## src/rtl/lsac_way_match.sv

```systemverilog
module lsac_way_match #(
	parameter int WAYS  = 8,
	parameter int TAG_W = 62,
	parameter int WAY_W = 3,
	parameter int CNT_W = 4
) (
	input  logic [WAYS-1:0]            valid,
	input  logic [WAYS-1:0][TAG_W-1:0] tags,
	input  logic [TAG_W-1:0]           tag,
	input  logic [CNT_W-1:0]           ways_used,
	output logic                       hit,
	output logic [WAY_W-1:0]           hit_way,
	output logic                       empty,
	output logic [WAY_W-1:0]           empty_way
);

	// walk from the top way down so the lowest matching way wins
	always_comb begin
		hit       = 1'b0;
		hit_way   = '0;
		empty     = 1'b0;
		empty_way = '0;
		for (int w = WAYS - 1; w >= 0; w--) begin
			if (CNT_W'(w) < ways_used) begin
				if (valid[w] && (tags[w] == tag)) begin
					hit     = 1'b1;
					hit_way = WAY_W'(w);
				end
				if (!valid[w]) begin
					empty     = 1'b1;
					empty_way = WAY_W'(w);
				end
			end
		end
	end

endmodule

```

## config.mk

```make
export PLATFORM = sky130hd
export DESIGN_NAME = lsac_way_match
export DESIGN_NICKNAME = d
export VERILOG_FILES = /design/src/rtl/lsac_way_match.sv
export SDC_FILE = /design/constraint.sdc
export NUM_CORES = 1
export LEC_CHECK = 0
export BUFFER_PORTS_ARGS = -buffer_cell sky130_fd_sc_hd__buf_2
export CAP_MARGIN = 25
export CORE_AREA = 2 2 222 224
export DETAILED_ROUTE_END_ITERATION = 10
export DIE_AREA = 0 0 224 226
export SLEW_MARGIN = 0
export SYNTH_ARGS = -nofsm -noshare
export SYNTH_HDL_FRONTEND = slang
export SYNTH_SLANG_ARGS = --single-unit
```

## constraint.sdc

```tcl
create_clock -name vclk -period 2.6
set_input_delay 0.13 -clock vclk [all_inputs]
set_output_delay 0.13 -clock vclk [all_outputs]
set_load 0.05 [all_outputs]
```

==> PnR_summary.wiki, run 1 <==
{| class="wikitable"
! Metric !! Value
|-
| Final setup margin || -74.5 ps
|-
| Sequential cells || 0
|-
| Arrival time at the worst endpoint || 2540 ps
|-
| # IOs || 578
|-
| Initial cell density of the core || 0.134
|-
| Worst slew margin || 0.591
|-
| CP endpoint kind || output port
|-
| Proportion of layout cells with a drive suffix above 1 || 0.540
|-
| Post-synthesis cell count || 880
|-
| Wire length on met3 || 4.14 mm
|-
| Post-synthesis share of cell area spent on full adders, half adders and majority gates || 0
|-
| Number of nets produced by synthesis || 1,450
|-
| Netlist area before placement || 6460 um^2
|-
| Clock period minus worst slack || 2670 ps
|-
| Internal power of the cells || 0.00104 W
|-
| Total number of nets in the final design || 2,202
|-
| Routed length per instance || 31.0 um
|-
| Per-cell via count in the routed design || 4.55
|-
| Via count of the first global-routing pass || 10,400
|-
| Total power per unit cell area || 181 nW/um^2
|-
| Top layer in use || met5
|-
| Req. time, crit path || 2470 ps
|-
| Crit-path cells || buf_2 -> buf_12 -> buf_4 -> xnor2_1 -> nand4_1 -> nor4_1 -> buf_4 -> o21ai_0 -> or4_4 -> nand2_4 -> nor4_4 -> buf_4 -> buf_12
|-
| Overflow left after global routing || 0
|-
| Sw Pwr || 0.00121 W
|-
| First-iteration detailed-routing DRC count || 723
|-
| Top area cells in the synthesized netlist || sky130_fd_sc_hd__xor2_1 31%, sky130_fd_sc_hd__xnor2_1 18%, sky130_fd_sc_hd__nor4_1 6.2%
|-
| Slowest CP cell || sky130_fd_sc_hd__or4_4
|-
| Vias after detailed routing || 10,300
|-
| Mapped Avg Cell Area || 7.35 um^2
|-
| Remaining design rule violation count || 0
|-
| WP buf/inv || 6
|-
| Critical path origin || tag[18]
|-
| Pin count of the biggest net entering global routing || 11
|-
| Violated checks || negative setup slack
|-
| Cell count after placement || 2,239
|-
| Net switching share of the total power || 0.537
|-
| Max Cap Viol || 0
|-
| Multiplexer share of the synthesized area || 0
|-
| Largest family of logic cells by synthesized area || XOR/XNOR gates
|-
| Peak clock frequency supported by timing || 374 MHz
|-
| First-pass GRT wire length || 89.2 mm
|-
| Total wire length after detailed routing || 70.0 mm
|-
| Most common cell type on the critical path || sky130_fd_sc_hd__buf_4
|-
| Clock buf count || 0
|-
| Synthesized-area fraction occupied by ao, oa, aoi and oai cells || 0.171
|-
| Clock network fraction of total power || 0
|-
| Type of element launching the critical path || primary input
|-
| Slew at the pin closest to its max-slew limit || 614 ps
|-
| Critical path type || primary input to output port
|-
| Leak Pwr || 5.94 nW
|-
| Cell type contributing the most total cell area after synthesis || sky130_fd_sc_hd__xor2_1
|-
| Met2 Wirelength || 34.5 mm
|-
| Overall Global Routing Usage || 0.263
|-
| Unique cell type count in the Yosys netlist || 51
|-
| Class of the tightest hold or removal check || primary input to output port
|-
| Synth-to-Final Area Change || 92.2%
|-
| Sequential Power Share || 0
|-
| Leading cell type by number of instances after synthesis || sky130_fd_sc_hd__xor2_1
|-
| Worst-case hold slack || 685 ps
|-
| Final Instance Count excl. Fillers || 2,258
|-
| Commonest cells post-synth || 230 x sky130_fd_sc_hd__xor2_1, 134 x sky130_fd_sc_hd__xnor2_1, 71 x sky130_fd_sc_hd__inv_1
|-
| Final hold violations || 0
|-
| Weighted congestion reported at the end of routability-driven placement || 0.947
|-
| Count of filler cells inserted in the layout || 5,407
|-
| Crit share post-route || 1.03
|-
| Setup TNS || -187 ps
|-
| Share of synthesized area occupied by flip-flops and latches || 0
|-
| Port Buffer Count || 578
|-
| Largest stage delay, worst path || 590 ps
|-
| Number of synthesis warnings || 0
|-
| Register area || 0 um^2
|-
| Cell family contributing the most delay on the critical path || simple AND/OR/NAND/NOR gates
|-
| Setup slack at placement || -649 ps
|-
| Core outline area || 48,300 um^2
|-
| Post-Route M1 WL || 29.2 mm
|-
| Area share of the largest cell type after synthesis || 0.312
|-
| RSZ-0062 raised after global routing || true
|-
| Total count of max-transition violations in the final report || 0
|-
| Largest voltage drop on the vdd net || 0.0616 mV
|-
| Number of core rows || 81
|-
| Die outline area || 50,600 um^2
|-
| Status || finished with violations
|-
| First-pass iteration count of the detailed router || 7
|-
| Post-layout power || 0.00225 W
|-
| Fraction of synthesized cell area in xor and xnor cells || 0.496
|-
| Hold wc startpoint || valid[0]
|-
| Die span in x || 224 um
|-
| Number of antenna violations at the first check in global routing || 18
|-
| HPWL reported at the end of detailed placement || 63.0 mm
|-
| Count of antenna-violating nets left after detailed routing || 0
|-
| Simple-Gate Fraction of Synth Area || 0.224
|-
| Number of endpoints failing setup at the final stage || 4
|-
| Highest net fanout along the worst path || 4
|-
| Die Ht || 226 um
|-
| Count of hold-fix buffers inserted at cts || 0
|-
| Combinational cell fraction of total power || 1.000
|}
cell type report:
| type | count | area, um^2 | share of cell area |
|---|---|---|---|
| Multi-Input combinational cell | 739 | 6120 | 0.492 |
| Antenna cell | 6 | 15.0 | 0.00121 |
| Timing Repair Buffer | 813 | 5200 | 0.419 |
| Tap cell | 622 | 778 | 0.0627 |
| Inverter | 78 | 312 | 0.0251 |
worst paths after layout:
kind	cells after the start	slack [ps]	endpoint
worst max-delay path	13	-70	hit_way[2]
worst min-delay path	3	680	empty_way[0]
tightest hold or removal path: cells and delay by family:
| family | cells | cell delay (ps) |
|---|---|---|
| AOI/OAI and AO/OA | 1 | 100 |
| buffers and inverters | 2 | 320 |
through the flow:
stage	utilization	area, um^2
after floorplan	-	6460
after global placement	0.243	11800
after detailed placement	0.243	11800
after CTS	0.252	12200
after global routing	0.257	12400
final	0.257	12400
timing repair:
action                                  CTS  global route
resized for setup                        70            46
buffers inserted                         11             5
hold endpoints to repair                  0             0
endpoints found under the setup margin    4             4
pin swaps                                26            30
per-layer routing:
layer / global-route usage / vias to the layer above
met2: 0.481 / 626
met3: 0.0383 / 104
li1: - / 4635
met4: 0.0546 / 16
met5: 0 / -
met1: 0.326 / 4890
logic make-up after synthesis:
| kind of cell | count (synthesis) |
|---|---|
| compound gates | 143 |
| xor+xnor | 365 |
| buf+inv | 141 |
| simple gates | 231 |
cells in the final DEF (no fill, tap or decap), types with 5 or more instances in the layout:
| cell type | synthesis | layout |
|---|---|---|
| sky130_fd_sc_hd__a2111oi_1 | 0 | 5 |
| sky130_fd_sc_hd__a21oi_1 | 11 | 9 |
| sky130_fd_sc_hd__a221oi_1 | 16 | 16 |
| sky130_fd_sc_hd__a22o_1 | 5 | 5 |
| sky130_fd_sc_hd__a22oi_1 | 11 | 11 |
| sky130_fd_sc_hd__buf_12 | 0 | 32 |
| sky130_fd_sc_hd__buf_2 | 38 | 554 |
| sky130_fd_sc_hd__buf_4 | 13 | 203 |
| sky130_fd_sc_hd__buf_6 | 11 | 18 |
| sky130_fd_sc_hd__diode_2 | 0 | 6 |
| sky130_fd_sc_hd__inv_1 | 71 | 68 |
| sky130_fd_sc_hd__nand2_1 | 11 | 10 |
| sky130_fd_sc_hd__nand2b_1 | 26 | 26 |
| sky130_fd_sc_hd__nand3_1 | 10 | 8 |
| sky130_fd_sc_hd__nand4_1 | 52 | 52 |
| sky130_fd_sc_hd__nor2_1 | 12 | 11 |
| sky130_fd_sc_hd__nor2b_1 | 22 | 22 |
| sky130_fd_sc_hd__nor3_1 | 11 | 10 |
| sky130_fd_sc_hd__nor4_1 | 64 | 41 |
| sky130_fd_sc_hd__nor4_2 | 6 | 21 |
| sky130_fd_sc_hd__nor4_4 | 1 | 9 |
| sky130_fd_sc_hd__o2111ai_1 | 7 | 7 |
| sky130_fd_sc_hd__o21ai_0 | 8 | 8 |
| sky130_fd_sc_hd__o221ai_1 | 8 | 8 |
| sky130_fd_sc_hd__o22ai_1 | 29 | 29 |
| sky130_fd_sc_hd__o2bb2ai_1 | 19 | 19 |
| sky130_fd_sc_hd__xnor2_1 | 134 | 125 |
| sky130_fd_sc_hd__xnor2_2 | 1 | 10 |
| sky130_fd_sc_hd__xor2_1 | 230 | 230 |
power groups by stage:
stage | clock (W) | sequential (W) | combinational, W
finish | 0.000000000300 | 0 | 0.00225
global placement | 0 | 0 | 0.00216
detailed placement | 0 | 0 | 0.00215
CTS | 0 | 0 | 0.00222
global route | 0 | 0 | 0.00238
floorplan | 0 | 0 | 0.000841
Note: power is estimated with default switching activity, not from simulation.
==> inputs of run 2 (changes only) <==
- clock period: 2.6 -> 2.79 ns (I/O delays scaled with it)
==> run 2 against run 1 <==
  * Via count fell by 2.6%
  * The run now ends clean
  * Total power decreased by 11%
  * Wire length increased by 0.26%
  * Largest power group unchanged
  * Worst setup slack improved by 130 ps
  * Count of clock-buffer cells in the layout stayed put
  * Critical endpoint is now hit_way[1]
  * Sequential share of layout area stayed put
  * First-iteration DRC count is 17% higher
  * Largest cell class unchanged
==> PnR_summary.wiki, run 2 (synthesis results as in run 1) <==
{| class="wikitable"
! Metric !! Value
|-
| Total wire length after detailed routing || 70.2 mm (was 70.0 mm)
|-
| Final hold violations || 0 (unchanged)
|-
| Vias after detailed routing || 10,000 (was 10,300)
|-
| Die span in x || 224 um (unchanged)
|-
| Arrival time at the worst endpoint || 2590 ps (was 2540 ps)
|-
| Port Buffer Count || 578 (unchanged)
|-
| Max Cap Viol || 0 (unchanged)
|-
| Number of endpoints failing setup at the final stage || 0 (was 4)
|-
| Number of core rows || 81 (unchanged)
|-
| Initial cell density of the core || 0.134 (unchanged)
|-
| Proportion of layout cells with a drive suffix above 1 || 0.526 (was 0.540)
|-
| Pin count of the biggest net entering global routing || 11 (unchanged)
|-
| Via count of the first global-routing pass || 10,300 (was 10,400)
|-
| First-pass iteration count of the detailed router || 5 (was 7)
|-
| Crit-path cells || buf_2 -> xnor2_2 -> buf_4 -> o211ai_1 -> nor4_1 -> nand4_1 -> or4_1 -> buf_4 -> nand2_2 -> a21oi_2 -> buf_4 -> buf_12 (was buf_2 -> buf_12 -> buf_4 -> xnor2_1 -> nand4_1 -> nor4_1 -> buf_4 -> o21ai_0 -> or4_4 -> nand2_4 -> nor4_4 -> buf_4 -> buf_12)
|-
| Req. time, crit path || 2650 ps (was 2470 ps)
|-
| Most common cell type on the critical path || sky130_fd_sc_hd__buf_4 (unchanged)
|-
| Total number of nets in the final design || 2,143 (was 2,202)
|-
| Cell count after placement || 2,192 (was 2,239)
|-
| Highest net fanout along the worst path || 4 (unchanged)
|-
| Status || finished, final reports clean (was finished with violations)
|-
| Crit share post-route || 0.980
|-
| Slew at the pin closest to its max-slew limit || 719 ps (was 614 ps)
|-
| Critical path type || primary input to output port (unchanged)
|-
| Setup TNS || 0 ps (was -187 ps)
|-
| First-pass GRT wire length || 90.2 mm (was 89.2 mm)
|-
| Leak Pwr || 5.60 nW (was 5.94 nW)
|-
| Largest stage delay, worst path || 570 ps (was 590 ps)
|-
| Type of element launching the critical path || primary input (unchanged)
|-
| Count of antenna-violating nets left after detailed routing || 0 (unchanged)
|-
| Register area || 0 um^2 (unchanged)
|-
| Overflow left after global routing || 0 (unchanged)
|-
| Count of filler cells inserted in the layout || 5,520 (was 5,407)
|-
| Remaining design rule violation count || 0 (unchanged)
|-
| Routed length per instance || 31.8 um (was 31.0 um)
|-
| Total power per unit cell area || 169 nW/um^2 (was 181 nW/um^2)
|-
| Per-cell via count in the routed design || 4.54 (was 4.55)
|-
| Clock period minus worst slack || 2730 ps
|-
| Overall Global Routing Usage || 0.267 (was 0.263)
|-
| CP endpoint kind || output port (unchanged)
|-
| Worst-case hold slack || 720 ps (was 685 ps)
|-
| Core outline area || 48,300 um^2 (unchanged)
|-
| Die outline area || 50,600 um^2 (unchanged)
|-
| Largest voltage drop on the vdd net || 0.0838 mV (was 0.0616 mV)
|-
| Number of antenna violations at the first check in global routing || 18 (unchanged)
|-
| Commonest non-fill, non-tap cell in the layout || sky130_fd_sc_hd__buf_2 (unchanged)
|-
| Peak clock frequency supported by timing || 366 MHz
|-
| HPWL reported at the end of detailed placement || 63.7 mm (was 63.0 mm)
|-
| Weighted congestion reported at the end of routability-driven placement || 0.923 (was 0.947)
|-
| # IOs || 578 (unchanged)
|-
| Total count of max-transition violations in the final report || 0 (unchanged)
|-
| Final Instance Count excl. Fillers || 2,205 (was 2,258)
|-
| Die Ht || 226 um (unchanged)
|-
| Worst slew margin || 0.519 (was 0.591)
|-
| Slowest CP cell || sky130_fd_sc_hd__or4_1 (was sky130_fd_sc_hd__or4_4)
|-
| Final core utilization || 0.245 (was 0.257)
|-
| Number of cells traversed by the worst hold path || 3 (unchanged)
|-
| RSZ-0062 raised after global routing || true (unchanged)
|-
| Sequential cells || 0 (unchanged)
|-
| Synth-to-Final Area Change || 83.4% (was 92.2%)
|-
| Most used cells in the layout excluding fill and tap cells || 542 x sky130_fd_sc_hd__buf_2, 230 x sky130_fd_sc_hd__xor2_1, 180 x sky130_fd_sc_hd__buf_4 (was 554 x sky130_fd_sc_hd__buf_2, 230 x sky130_fd_sc_hd__xor2_1, 203 x sky130_fd_sc_hd__buf_4)
|-
| Clock buf count || 0 (unchanged)
|-
| First-iteration detailed-routing DRC count || 844 (was 723)
|-
| Class of the tightest hold or removal check || primary input to output port (unchanged)
|}
-- run 2: path summary, 6_finish.rpt --
path	from	endpoint	slack, ps
worst max-delay path	tag[9]	hit_way[1]	60
worst min-delay path	valid[0]	empty_way[0]	720
-- run 2: area by class of cell --
cell class / instances / area, um^2 / area share
repair buffers: 754 / 4590 / 0.388
diodes: 12 / 30.0 / 0.00253
inverters: 78 / 308 / 0.0260
multi-input cells: 739 / 6140 / 0.518
well taps: 622 / 778 / 0.0657
-- run 2: per-layer routing --
layer  track usage  part of all wire  vias to the layer above  wire [um]
met1         0.323              0.39                     4719      27500
met4        0.0686             0.030                       14       2130
li1              -                 -                     4520          -
met5             0            0.0012                        -         87
met3        0.0530             0.085                      109       5940
met2         0.479              0.49                      644      34500
-- run 2: power breakdown --
group,leakage (nW),total (W),internal [W],switching [W]
registers,0,0,0,0
clock network,0.0000761,0.000000000505,0.000000000505,0
logic,5.60,0.00200,0.000902,0.00110
-- run 2: through the flow --
stage	setup slack (ps)	total power, W	area, um^2
after floorplan	264	0.000784	6460
after global placement	-475	0.00193	11300
after detailed placement	-453	0.00192	11300
after CTS	-28.5	0.00198	11600
after global routing	-41.2	0.00213	11800
final	55.9	0.00200	11900
-- run 2: timing repair --
action | CTS | global route
pin swaps | 21 | 27
buffers inserted | 5 | 2
hold buffers | 0 | 0
resized for setup | 80 | 42
endpoints found under the setup margin | 4 | 4
-- run 2: critical path, delay by kind of cell --
kind	cells	cell delay (ps)
compound gates	2	160
buf+inv	5	800
simple gates	4	1140
xor+xnor	1	330
