## src/rtl/lsac_pkg.sv

```systemverilog
package lsac_pkg;

	localparam int STAMP_W    = 64;
	localparam int TOTAL_W    = 32;
	localparam int ADDR_IN_W  = 64;
	localparam int CMD_W      = 2;
	localparam int CFG_W      = 6;
	localparam int CFG_IDX_W  = 2;
	localparam int SET_CFG_W  = 4;
	localparam int BLK_CFG_W  = 6;
	localparam int WAY_CFG_W  = 4;
	// wide enough for the largest set_bits plus the largest block_bits
	localparam int SHIFT_W    = 7;

	localparam logic [CMD_W-1:0] CMD_LOAD   = 2'd0;
	localparam logic [CMD_W-1:0] CMD_STORE  = 2'd1;
	localparam logic [CMD_W-1:0] CMD_MODIFY = 2'd2;

	localparam logic [CFG_IDX_W-1:0] CFG_SET_BITS    = 2'd0;
	localparam logic [CFG_IDX_W-1:0] CFG_BLOCK_BITS  = 2'd1;
	localparam logic [CFG_IDX_W-1:0] CFG_WAYS_IN_USE = 2'd2;

	localparam logic [SET_CFG_W-1:0] SET_BITS_RST    = 4'd5;
	localparam logic [BLK_CFG_W-1:0] BLOCK_BITS_RST  = 6'd5;
	localparam logic [WAY_CFG_W-1:0] WAYS_IN_USE_RST = 4'd1;

	typedef enum logic [1:0] {
		ST_CLEAR,
		ST_IDLE,
		ST_LOOKUP,
		ST_SCAN
	} state_t;

	// saturating add of a small increment to a running total
	function automatic logic [TOTAL_W-1:0] sat_add(input logic [TOTAL_W-1:0] cnt,
			input logic [1:0] inc);
		logic [TOTAL_W:0] sum;
		sum = {1'b0, cnt} + {{(TOTAL_W - 1){1'b0}}, inc};
		return sum[TOTAL_W] ? {TOTAL_W{1'b1}} : sum[TOTAL_W-1:0];
	endfunction

endpackage

```

## src/rtl/lsac_lru_scan.sv

```systemverilog
module lsac_lru_scan #(
	parameter int WAYS  = 8,
	parameter int WAY_W = 3,
	parameter int CNT_W = 4
) (
	input  logic                                 clk,
	input  logic                                 arst_n,
	input  logic                                 start,
	input  logic [WAYS-1:0][lsac_pkg::STAMP_W-1:0] stamps,
	input  logic [CNT_W-1:0]                     ways_used,
	output logic                                 busy,
	output logic [WAY_W-1:0]                     victim
);

	import lsac_pkg::*;

	logic [CNT_W-1:0]   idx_q;
	logic               busy_q;
	logic [STAMP_W-1:0] oldest_q;
	logic [WAY_W-1:0]   victim_q;
	logic [STAMP_W-1:0] cand;
	logic               last;

	assign cand = stamps[idx_q[WAY_W-1:0]];
	assign last = (idx_q == (ways_used - CNT_W'(1)));

	always_ff @(posedge clk or negedge arst_n) begin
		if (!arst_n) begin
			busy_q <= 1'b0;
			idx_q  <= '0;
		end else if (start) begin
			busy_q <= 1'b1;
			idx_q  <= CNT_W'(1);
		end else if (busy_q) begin
			idx_q <= idx_q + CNT_W'(1);
			if (last) begin
				busy_q <= 1'b0;
			end
		end
	end

	// strict compare keeps the lower way on equal stamps
	always_ff @(posedge clk) begin
		if (start) begin
			oldest_q <= stamps[0];
			victim_q <= '0;
		end else if (busy_q && (cand < oldest_q)) begin
			oldest_q <= cand;
			victim_q <= idx_q[WAY_W-1:0];
		end
	end

	assign busy   = busy_q;
	assign victim = victim_q;

endmodule
```

## config.mk

```make
export PLATFORM = sky130hd
export DESIGN_NAME = lsac_lru_scan
export DESIGN_NICKNAME = d
export VERILOG_FILES = /design/src/rtl/lsac_pkg.sv /design/src/rtl/lsac_lru_scan.sv
export SDC_FILE = /design/constraint.sdc
export NUM_CORES = 1
export LEC_CHECK = 0
export BUFFER_PORTS_ARGS = -buffer_cell sky130_fd_sc_hd__buf_4
export CORE_AREA = 2 2 205 207
export CTS_CLUSTER_DIAMETER = 60
export DETAILED_ROUTE_END_ITERATION = 6
export DIE_AREA = 0 0 207 209
export PLACE_DENSITY = 0.47
export RECOVER_POWER = 50
export SYNTH_ARGS = -nofsm -noshare
export SYNTH_HDL_FRONTEND = slang
export SYNTH_SLANG_ARGS = --single-unit
```

## constraint.sdc

```tcl
create_clock -name clk -period 6.65 [get_ports clk]
set_clock_uncertainty 0.05 [all_clocks]
set_input_delay 1.33 -clock clk [delete_from_list [all_inputs] [get_ports clk]]
set_output_delay 1.33 -clock clk [all_outputs]
set_load 0.1 [all_outputs]
```

==> results of run 1 <==
critical path: stages:
cell	delay [ns]
clkbuf_1	1.80
clkbuf_1	1.55
mux2_2	0.46
through the flow:
| stage | setup slack, ns | total power (uW) | std cells | util [%] | hold slack (ns) |
|---|---|---|---|---|---|
| floorplan | 1.56 | 2760 | 640 | - | 0.474 |
| global placement | 1.17 | 3630 | 1669 | 31.6 | 0.431 |
| detailed placement | 1.14 | 3640 | 1669 | 31.6 | 0.431 |
| CTS | 1.26 | 4240 | 1685 | 32.4 | 0.448 |
| global route | 0.974 | 4520 | 1685 | 32.3 | 0.493 |
| finish | 1.46 | 4120 | 1686 | 32.3 | 0.442 |
state kept, by name, indices dropped and copies added, names as in the netlist:
| signal | count |
|---|---|
| oldest_q | 64 |
| idx_q | 4 |
| victim | 3 |
| busy | 1 |
power groups by stage:
stage	registers (uW)	clock network (uW)	logic, uW
after global routing	1000	614	2910
after CTS	978	597	2670
after global placement	985	0	2650
after floorplan	922	0	1840
final	966	575	2580
after detailed placement	988	0	2650
cell type report:
cell class | count | area (um2)
Timing Repair Buffer | 536 | 4050
Sequential cell | 72 | 2120
Inverter | 67 | 251
Clock buffer | 9 | 225
Multi-Input combinational cell | 455 | 5920
Clock inverter | 7 | 110
Tap cell | 539 | 674
Antenna cell | 1 | 2.50
Fill cell | 4238 | 27900
kinds of logic after synthesis:
| kind of cell | count (synthesis) |
|---|---|
| AO/OA/AOI/OAI | 61 |
| XOR/XNOR | 9 |
| adder cells (fa/ha/maj) | 65 |
| buffers and inverters | 113 |
| flip-flops | 72 |
| multiplexers | 257 |
| AND/OR/NAND/NOR | 63 |
cell usage in the layout, fill, tap and decap left out, types with 9 or more instances in the layout:
cell	count
ha_1	65
nor2_1	14
a21oi_1	27
edfxtp_1	64
mux2_2	128
inv_1	67
buf_4	525
clkbuf_16	9
mux4_2	128
nand4_1	10
nand2_1	18
path summary, 6_finish.rpt:
kind	start	to	slack, ns
setup / recovery	start	oldest_q[36]$_DFFE_PP_	1.46
hold / removal	victim[2]$_SDFFE_PP0P_	victim[2]$_SDFFE_PP0P_	0.44
setup reg to reg	idx_q[1]$_DFFE_PN0P_	oldest_q[27]$_DFFE_PP_	1.60
hold reg to reg	victim[2]$_SDFFE_PP0P_	victim[2]$_SDFFE_PP0P_	0.44
max in group asynchronous	arst_n	idx_q[1]$_DFFE_PN0P_	5.46
min in group asynchronous	arst_n	idx_q[3]$_DFFE_PN0P_	0.80
synthesized netlist by cell type (2+ instances only):
| cell | instances |
|---|---|
| and4_1 | 2 |
| ha_1 | 65 |
| nor3_1 | 4 |
| clkbuf_1 | 28 |
| xor2_1 | 4 |
| edfxtp_1 | 64 |
| inv_1 | 67 |
| dfxtp_1 | 3 |
| o21ai_0 | 7 |
| a21o_1 | 3 |
| o221ai_1 | 3 |
| a211oi_1 | 2 |
| nand2b_1 | 2 |
| mux4_2 | 128 |
| a221oi_1 | 2 |
| buf_2 | 12 |
| o211ai_1 | 2 |
| o21a_1 | 3 |
| nor2_1 | 14 |
| o21ai_1 | 5 |
| nand4_1 | 10 |
| dfrtp_1 | 5 |
| nand2_1 | 18 |
| nand3_1 | 8 |
| mux2_2 | 128 |
| xnor2_1 | 5 |
| nor4_1 | 2 |
| buf_1 | 5 |
| a21oi_1 | 27 |
metal layers:
metal / track usage (%) / vias to the layer above / wire length (um)
li1: - / 3595 / -
met1: 18.4 / 3714 / 13900
met2: 28.5 / 336 / 17500
met3: 3.53 / 19 / 2110
met4: 2.91 / 0 / 379
met5: 0 / - / 0
==> results.ini, run 1 <==
[run_status]
status=complete, but fails checks
violations=capacitance limit, slew limit

[cells_and_area]
postLayoutCellArea_um2=13300
nNetsFinal=1725
layout-drive-gt1-share_pct=70.2
syn2layout_area_growth_pct=57.7

[drt]
dr.pass1.iters=4
drt_iter0_markers=215
viasPerCell=4.55
post_drt_wl_per_cell_um=20.1
drcViolationCount=0
detail-route-antenna-nets=0
vias=7664
wl_um=33900

[global_route]
grt_pass1_vias=8725
grt_pass1_wl_um=51200
grt_use_total_pct=15.5
antenna_found_initial=0
grt_max_degree=65
gr-total-overflow=0

[yosys]
muxShareOfSynthArea_pct=51.2
yosysSeqAreaShare_pct=24.9
synth_simple_gate_area_share_pct=3.67
synth_ff_type=edfxtp_1
synth_edf_count=64
syn_nets=1224
synth_top_area_cell=mux4_2
syn-cell-area_um2=8460
synth.area.top_cells=mux4_2 34%, edfxtp_1 23%, mux2_2 17%
async_flop_share_pct=6.94
synth_compound_area_share_pct=4.39
syn_avg_cell_area_um2=13.2
synth_xor_xnor_area_share_pct=0.932
synth_cell_types=41
synthAdderAreaFrac_pct=9.61
synth-seq-cells=72
syn_inst=640
synth_top_family_by_area=multiplexers
yosys_warnings=0
netlist.area_leader.share_pct=34.1

[min_path]
holdPathStages=2
hp-class=flop to flop

[pwr]
switching_share_pct=38.8
p_clk_share_pct=14.0
leakage_uw=0.00586
peakVddDrop_uv=159
pwr-share-seq_pct=23.4
pwr-share-comb_pct=62.6
power_density_nw_per_um2=309
p_int_uw=2520
p_sw_uw=1600

[timing]
tightest_slew_ns=2.60
hold_violations=0
drv_slew=77
finalCritPeriodShare_pct=78.0
slew_headroom_pct=-73.7
rsz0062_at_grt=no
finalSetupViolCount=0
fin_tns_setup_ns=0
fin_crit_ns=5.19
fmax_ghz=0.193

[die]
die_h_um=209
die_area_um2=43300
start_util_pct=20.5
die_w_um=207
ios=523
core-area_um2=41300
rows=75

[critical_path]
rr_worst_depth=10
cp.arrival_ns=5.22
worstSetupPathType=input port to flop
crit_required_ns=6.68
crit_fanout=42
endpoint_kind=flop
cp-start-kind=input port

[clock_network]
cts-root-buf=clkbuf_16
cts_max_level=3
cts_hold_buf=0
numCtsBuffers=9
clockBufferDepth=2
clk-insertion-delay-late_ns=0.34
ctsResizeCount=0
cts_setup_buffers=0
clkTransAtPathRegs_ns=0.06
cts_tree=yes
clock_sinks=72

[placement]
dpl_cell_area_um2=13000
dp_hpwl_um=28100
place.gp.congestion=0.795
port_buffers=522

[flow_run]
maxCapViolCount=2

Power figures use the tool's default switching activity.
==> run 2, diff against run 1 <==
--- a/config.mk
+++ b/config.mk
@@ -10,7 +10,7 @@
 export CTS_CLUSTER_DIAMETER = 60
 export DETAILED_ROUTE_END_ITERATION = 6
 export DIE_AREA = 0 0 207 209
-export PLACE_DENSITY = 0.47
+export PLACE_DENSITY = 0.49
 export RECOVER_POWER = 50
 export SYNTH_ARGS = -nofsm -noshare
 export SYNTH_HDL_FRONTEND = slang
==> constraint.sdc (replaced) <==
create_clock -name clk -period 4.7 [get_ports clk]
set_clock_uncertainty 0.05 [all_clocks]
set_input_delay 0.94 -clock clk [delete_from_list [all_inputs] [get_ports clk]]
set_output_delay 0.94 -clock clk [all_outputs]
set_load 0.1 [all_outputs]
==> results.ini, run 2 (same netlist as run 1, synthesis figures left out) <==
[run_status]
status=complete, but fails checks
violations=capacitance limit, slew limit

[cells_and_area]
fillers=4196  ; -0.99%
top_register=oldest_q
final_common_cell=buf_4
final_core_util_pct=32.4  ; +0.12 points
nNetsFinal=1727  ; +0.12%
largest_register_ffs=64  ; unchanged
layout-drive-gt1-share_pct=70.2  ; about the same
layout_common_cells=523 x buf_4, 128 x mux4_2, 126 x mux2_2
syn2layout_area_growth_pct=58.3
postLayoutCellArea_um2=13400  ; +0.37%

[die]
rows=75  ; unchanged
core-area_um2=41300  ; unchanged
die_h_um=209  ; unchanged
ios=523  ; unchanged
start_util_pct=20.5  ; unchanged
die_w_um=207  ; unchanged
die_area_um2=43300  ; unchanged

[drt]
viasPerCell=4.56  ; +0.39%
drcViolationCount=0  ; unchanged
vias=7712  ; +0.63%
wl_um=33500  ; -1.2%
post_drt_wl_per_cell_um=19.8  ; -1.4%
detail-route-antenna-nets=0  ; unchanged
dr.pass1.iters=4  ; unchanged
drt_iter0_markers=331  ; +54%

[clock_network]
clock_sinks=72  ; unchanged
cts-root-buf=clkbuf_16
cts_max_level=3  ; unchanged
cts_tree=yes
clk-insertion-delay-late_ns=0.34  ; about the same
cts_hold_buf=0  ; unchanged
cts_setup_buffers=0  ; unchanged
clockBufferDepth=2  ; unchanged
ctsResizeCount=0  ; unchanged
numCtsBuffers=9  ; unchanged
clkTransAtPathRegs_ns=0.06  ; about the same

[pwr]
peakVddDrop_uv=193  ; +21%
p_clk_share_pct=13.2  ; -0.8 points
switching_share_pct=38.9  ; about the same
leakage_uw=0.00588  ; +0.32%
power_density_nw_per_um2=435  ; +41%
pwr-share-seq_pct=22.4  ; -1.0 points
p_sw_uw=2260  ; +41%
p_int_uw=3560  ; +41%
pwr-share-comb_pct=64.5  ; +1.9 points

[timing]
finalSetupViolCount=0  ; unchanged
rsz0062_at_grt=no
worst_slack_ns=0.492  ; -0.972 ns
fin_tns_setup_ns=0  ; unchanged
tightest_slew_ns=1.77  ; -0.836 ns
fmax_ghz=0.238
hold_violations=0  ; unchanged
slew_headroom_pct=-17.9  ; +56 points
drv_slew=61  ; -21%
hold-worst-slack_ns=0.414  ; -0.0284 ns
finalCritPeriodShare_pct=89.5
fin_crit_ns=4.21

[critical_path]
worstSetupPathType=flop to flop
cp-start-kind=flop
crit_required_ns=4.69  ; -1.99 ns
cp.arrival_ns=4.19  ; -1.03 ns
endpoint_kind=flop
max_stage_delay_ns=0.56  ; -1.24 ns
cp_common_cell=buf_12
path_cells=buf_12, mux4_2, mux2_2, ha_1, a21oi_1, o21ai_0, a221oi_1, buf_4, nand4_1, o21ai_2, a21o_4, buf_12
slowest_stage=mux4_2
r2r_slack_ns=0.49  ; -1.11 ns
crit_fanout=54  ; +29%

[global_route]
grt_pass1_wl_um=50800  ; -0.88%
grt_pass1_vias=8722  ; -0.034%
met1_usage_pct=17.6  ; -0.81 points
gr-total-overflow=0  ; unchanged
grtUsageMet3_pct=3.89  ; +0.36 points
antenna_found_initial=3  ; +3
gr-usage-met2_pct=27.8  ; -0.69 points
grt_use_total_pct=15.2  ; -0.23 points
busiest_layer=met2
grt_max_degree=61  ; -6.2%

[placement]
place.gp.congestion=0.820  ; +3.1%
dpl_cell_area_um2=13100  ; +0.50%
dp_hpwl_um=28100  ; +0.20%
port_buffers=522  ; unchanged
place_ws_ns=0.271  ; -0.872 ns

[min_path]
hp-class=input port to async pin

[flow_run]
maxCapViolCount=1  ; -1

==> run 2: path summary, 6_finish.rpt <==
check / start / cells after the start / to
max: idx_q[0]$_DFFE_PN0P_ / 12 / oldest_q[62]$_DFFE_PP_
min: arst_n / 1 / idx_q[1]$_DFFE_PN0P_
max reg2reg: idx_q[0]$_DFFE_PN0P_ / 12 / oldest_q[62]$_DFFE_PP_
min reg2reg: victim[1]$_SDFFE_PP0P_ / 2 / victim[1]$_SDFFE_PP0P_
max in group asynchronous: arst_n / 1 / idx_q[0]$_DFFE_PN0P_
min in group clk: victim[1]$_SDFFE_PP0P_ / 2 / victim[1]$_SDFFE_PP0P_
==> run 2: stage by stage <==
stage,std cells,total power (uW)
after floorplan,640,3900
after CTS,1687,6010
after global routing,1690,6390
after global placement,1671,5160
final,1690,5820
after detailed placement,1671,5190
==> run 2: worst max-delay path, delay by kind of cell, from the launching register on <==
family / cells / cell delay (ns)
adder cells (fa/ha/maj): 1 / 0.29
flip-flops: 1 / 0.47
multiplexers: 2 / 0.85
buffers and inverters: 3 / 0.76
AO/OA/AOI/OAI: 5 / 1.14
AND/OR/NAND/NOR: 1 / 0.21
==> run 2: metal layers <==
metal  wire (um)  up-vias  part of all wire (%)
met4         514        0                   1.5
li1            -     3606                     -
met3        2070       25                   6.2
met2       17700      325                    53
met5           0        -                     0
met1       13100     3756                    39
==> run 2: final cells by class <==
| type | count | area (um2) | share of cell area [%] |
|---|---|---|---|
| multi-input combinational | 455 | 5920 | 44.2 |
| timing repair buffer | 538 | 4110 | 30.7 |
| sequential | 72 | 2120 | 15.8 |
| tap | 539 | 674 | 5.04 |
| inverter | 67 | 251 | 1.88 |
| clock buffer | 10 | 229 | 1.71 |
| clock inverter | 6 | 83.8 | 0.626 |
| antenna | 3 | 7.51 | 0.0560 |
==> run 2: power by group through the flow <==
stage                     Sequential [uW]  Combinational [uW]  Clock, uW
after floorplan                      1300                2610          0
after global placement               1320                3840          0
after detailed placement             1330                3860          0
after CTS                            1310                3890        808
after global routing                 1340                4220        825
final                                1300                3750        767
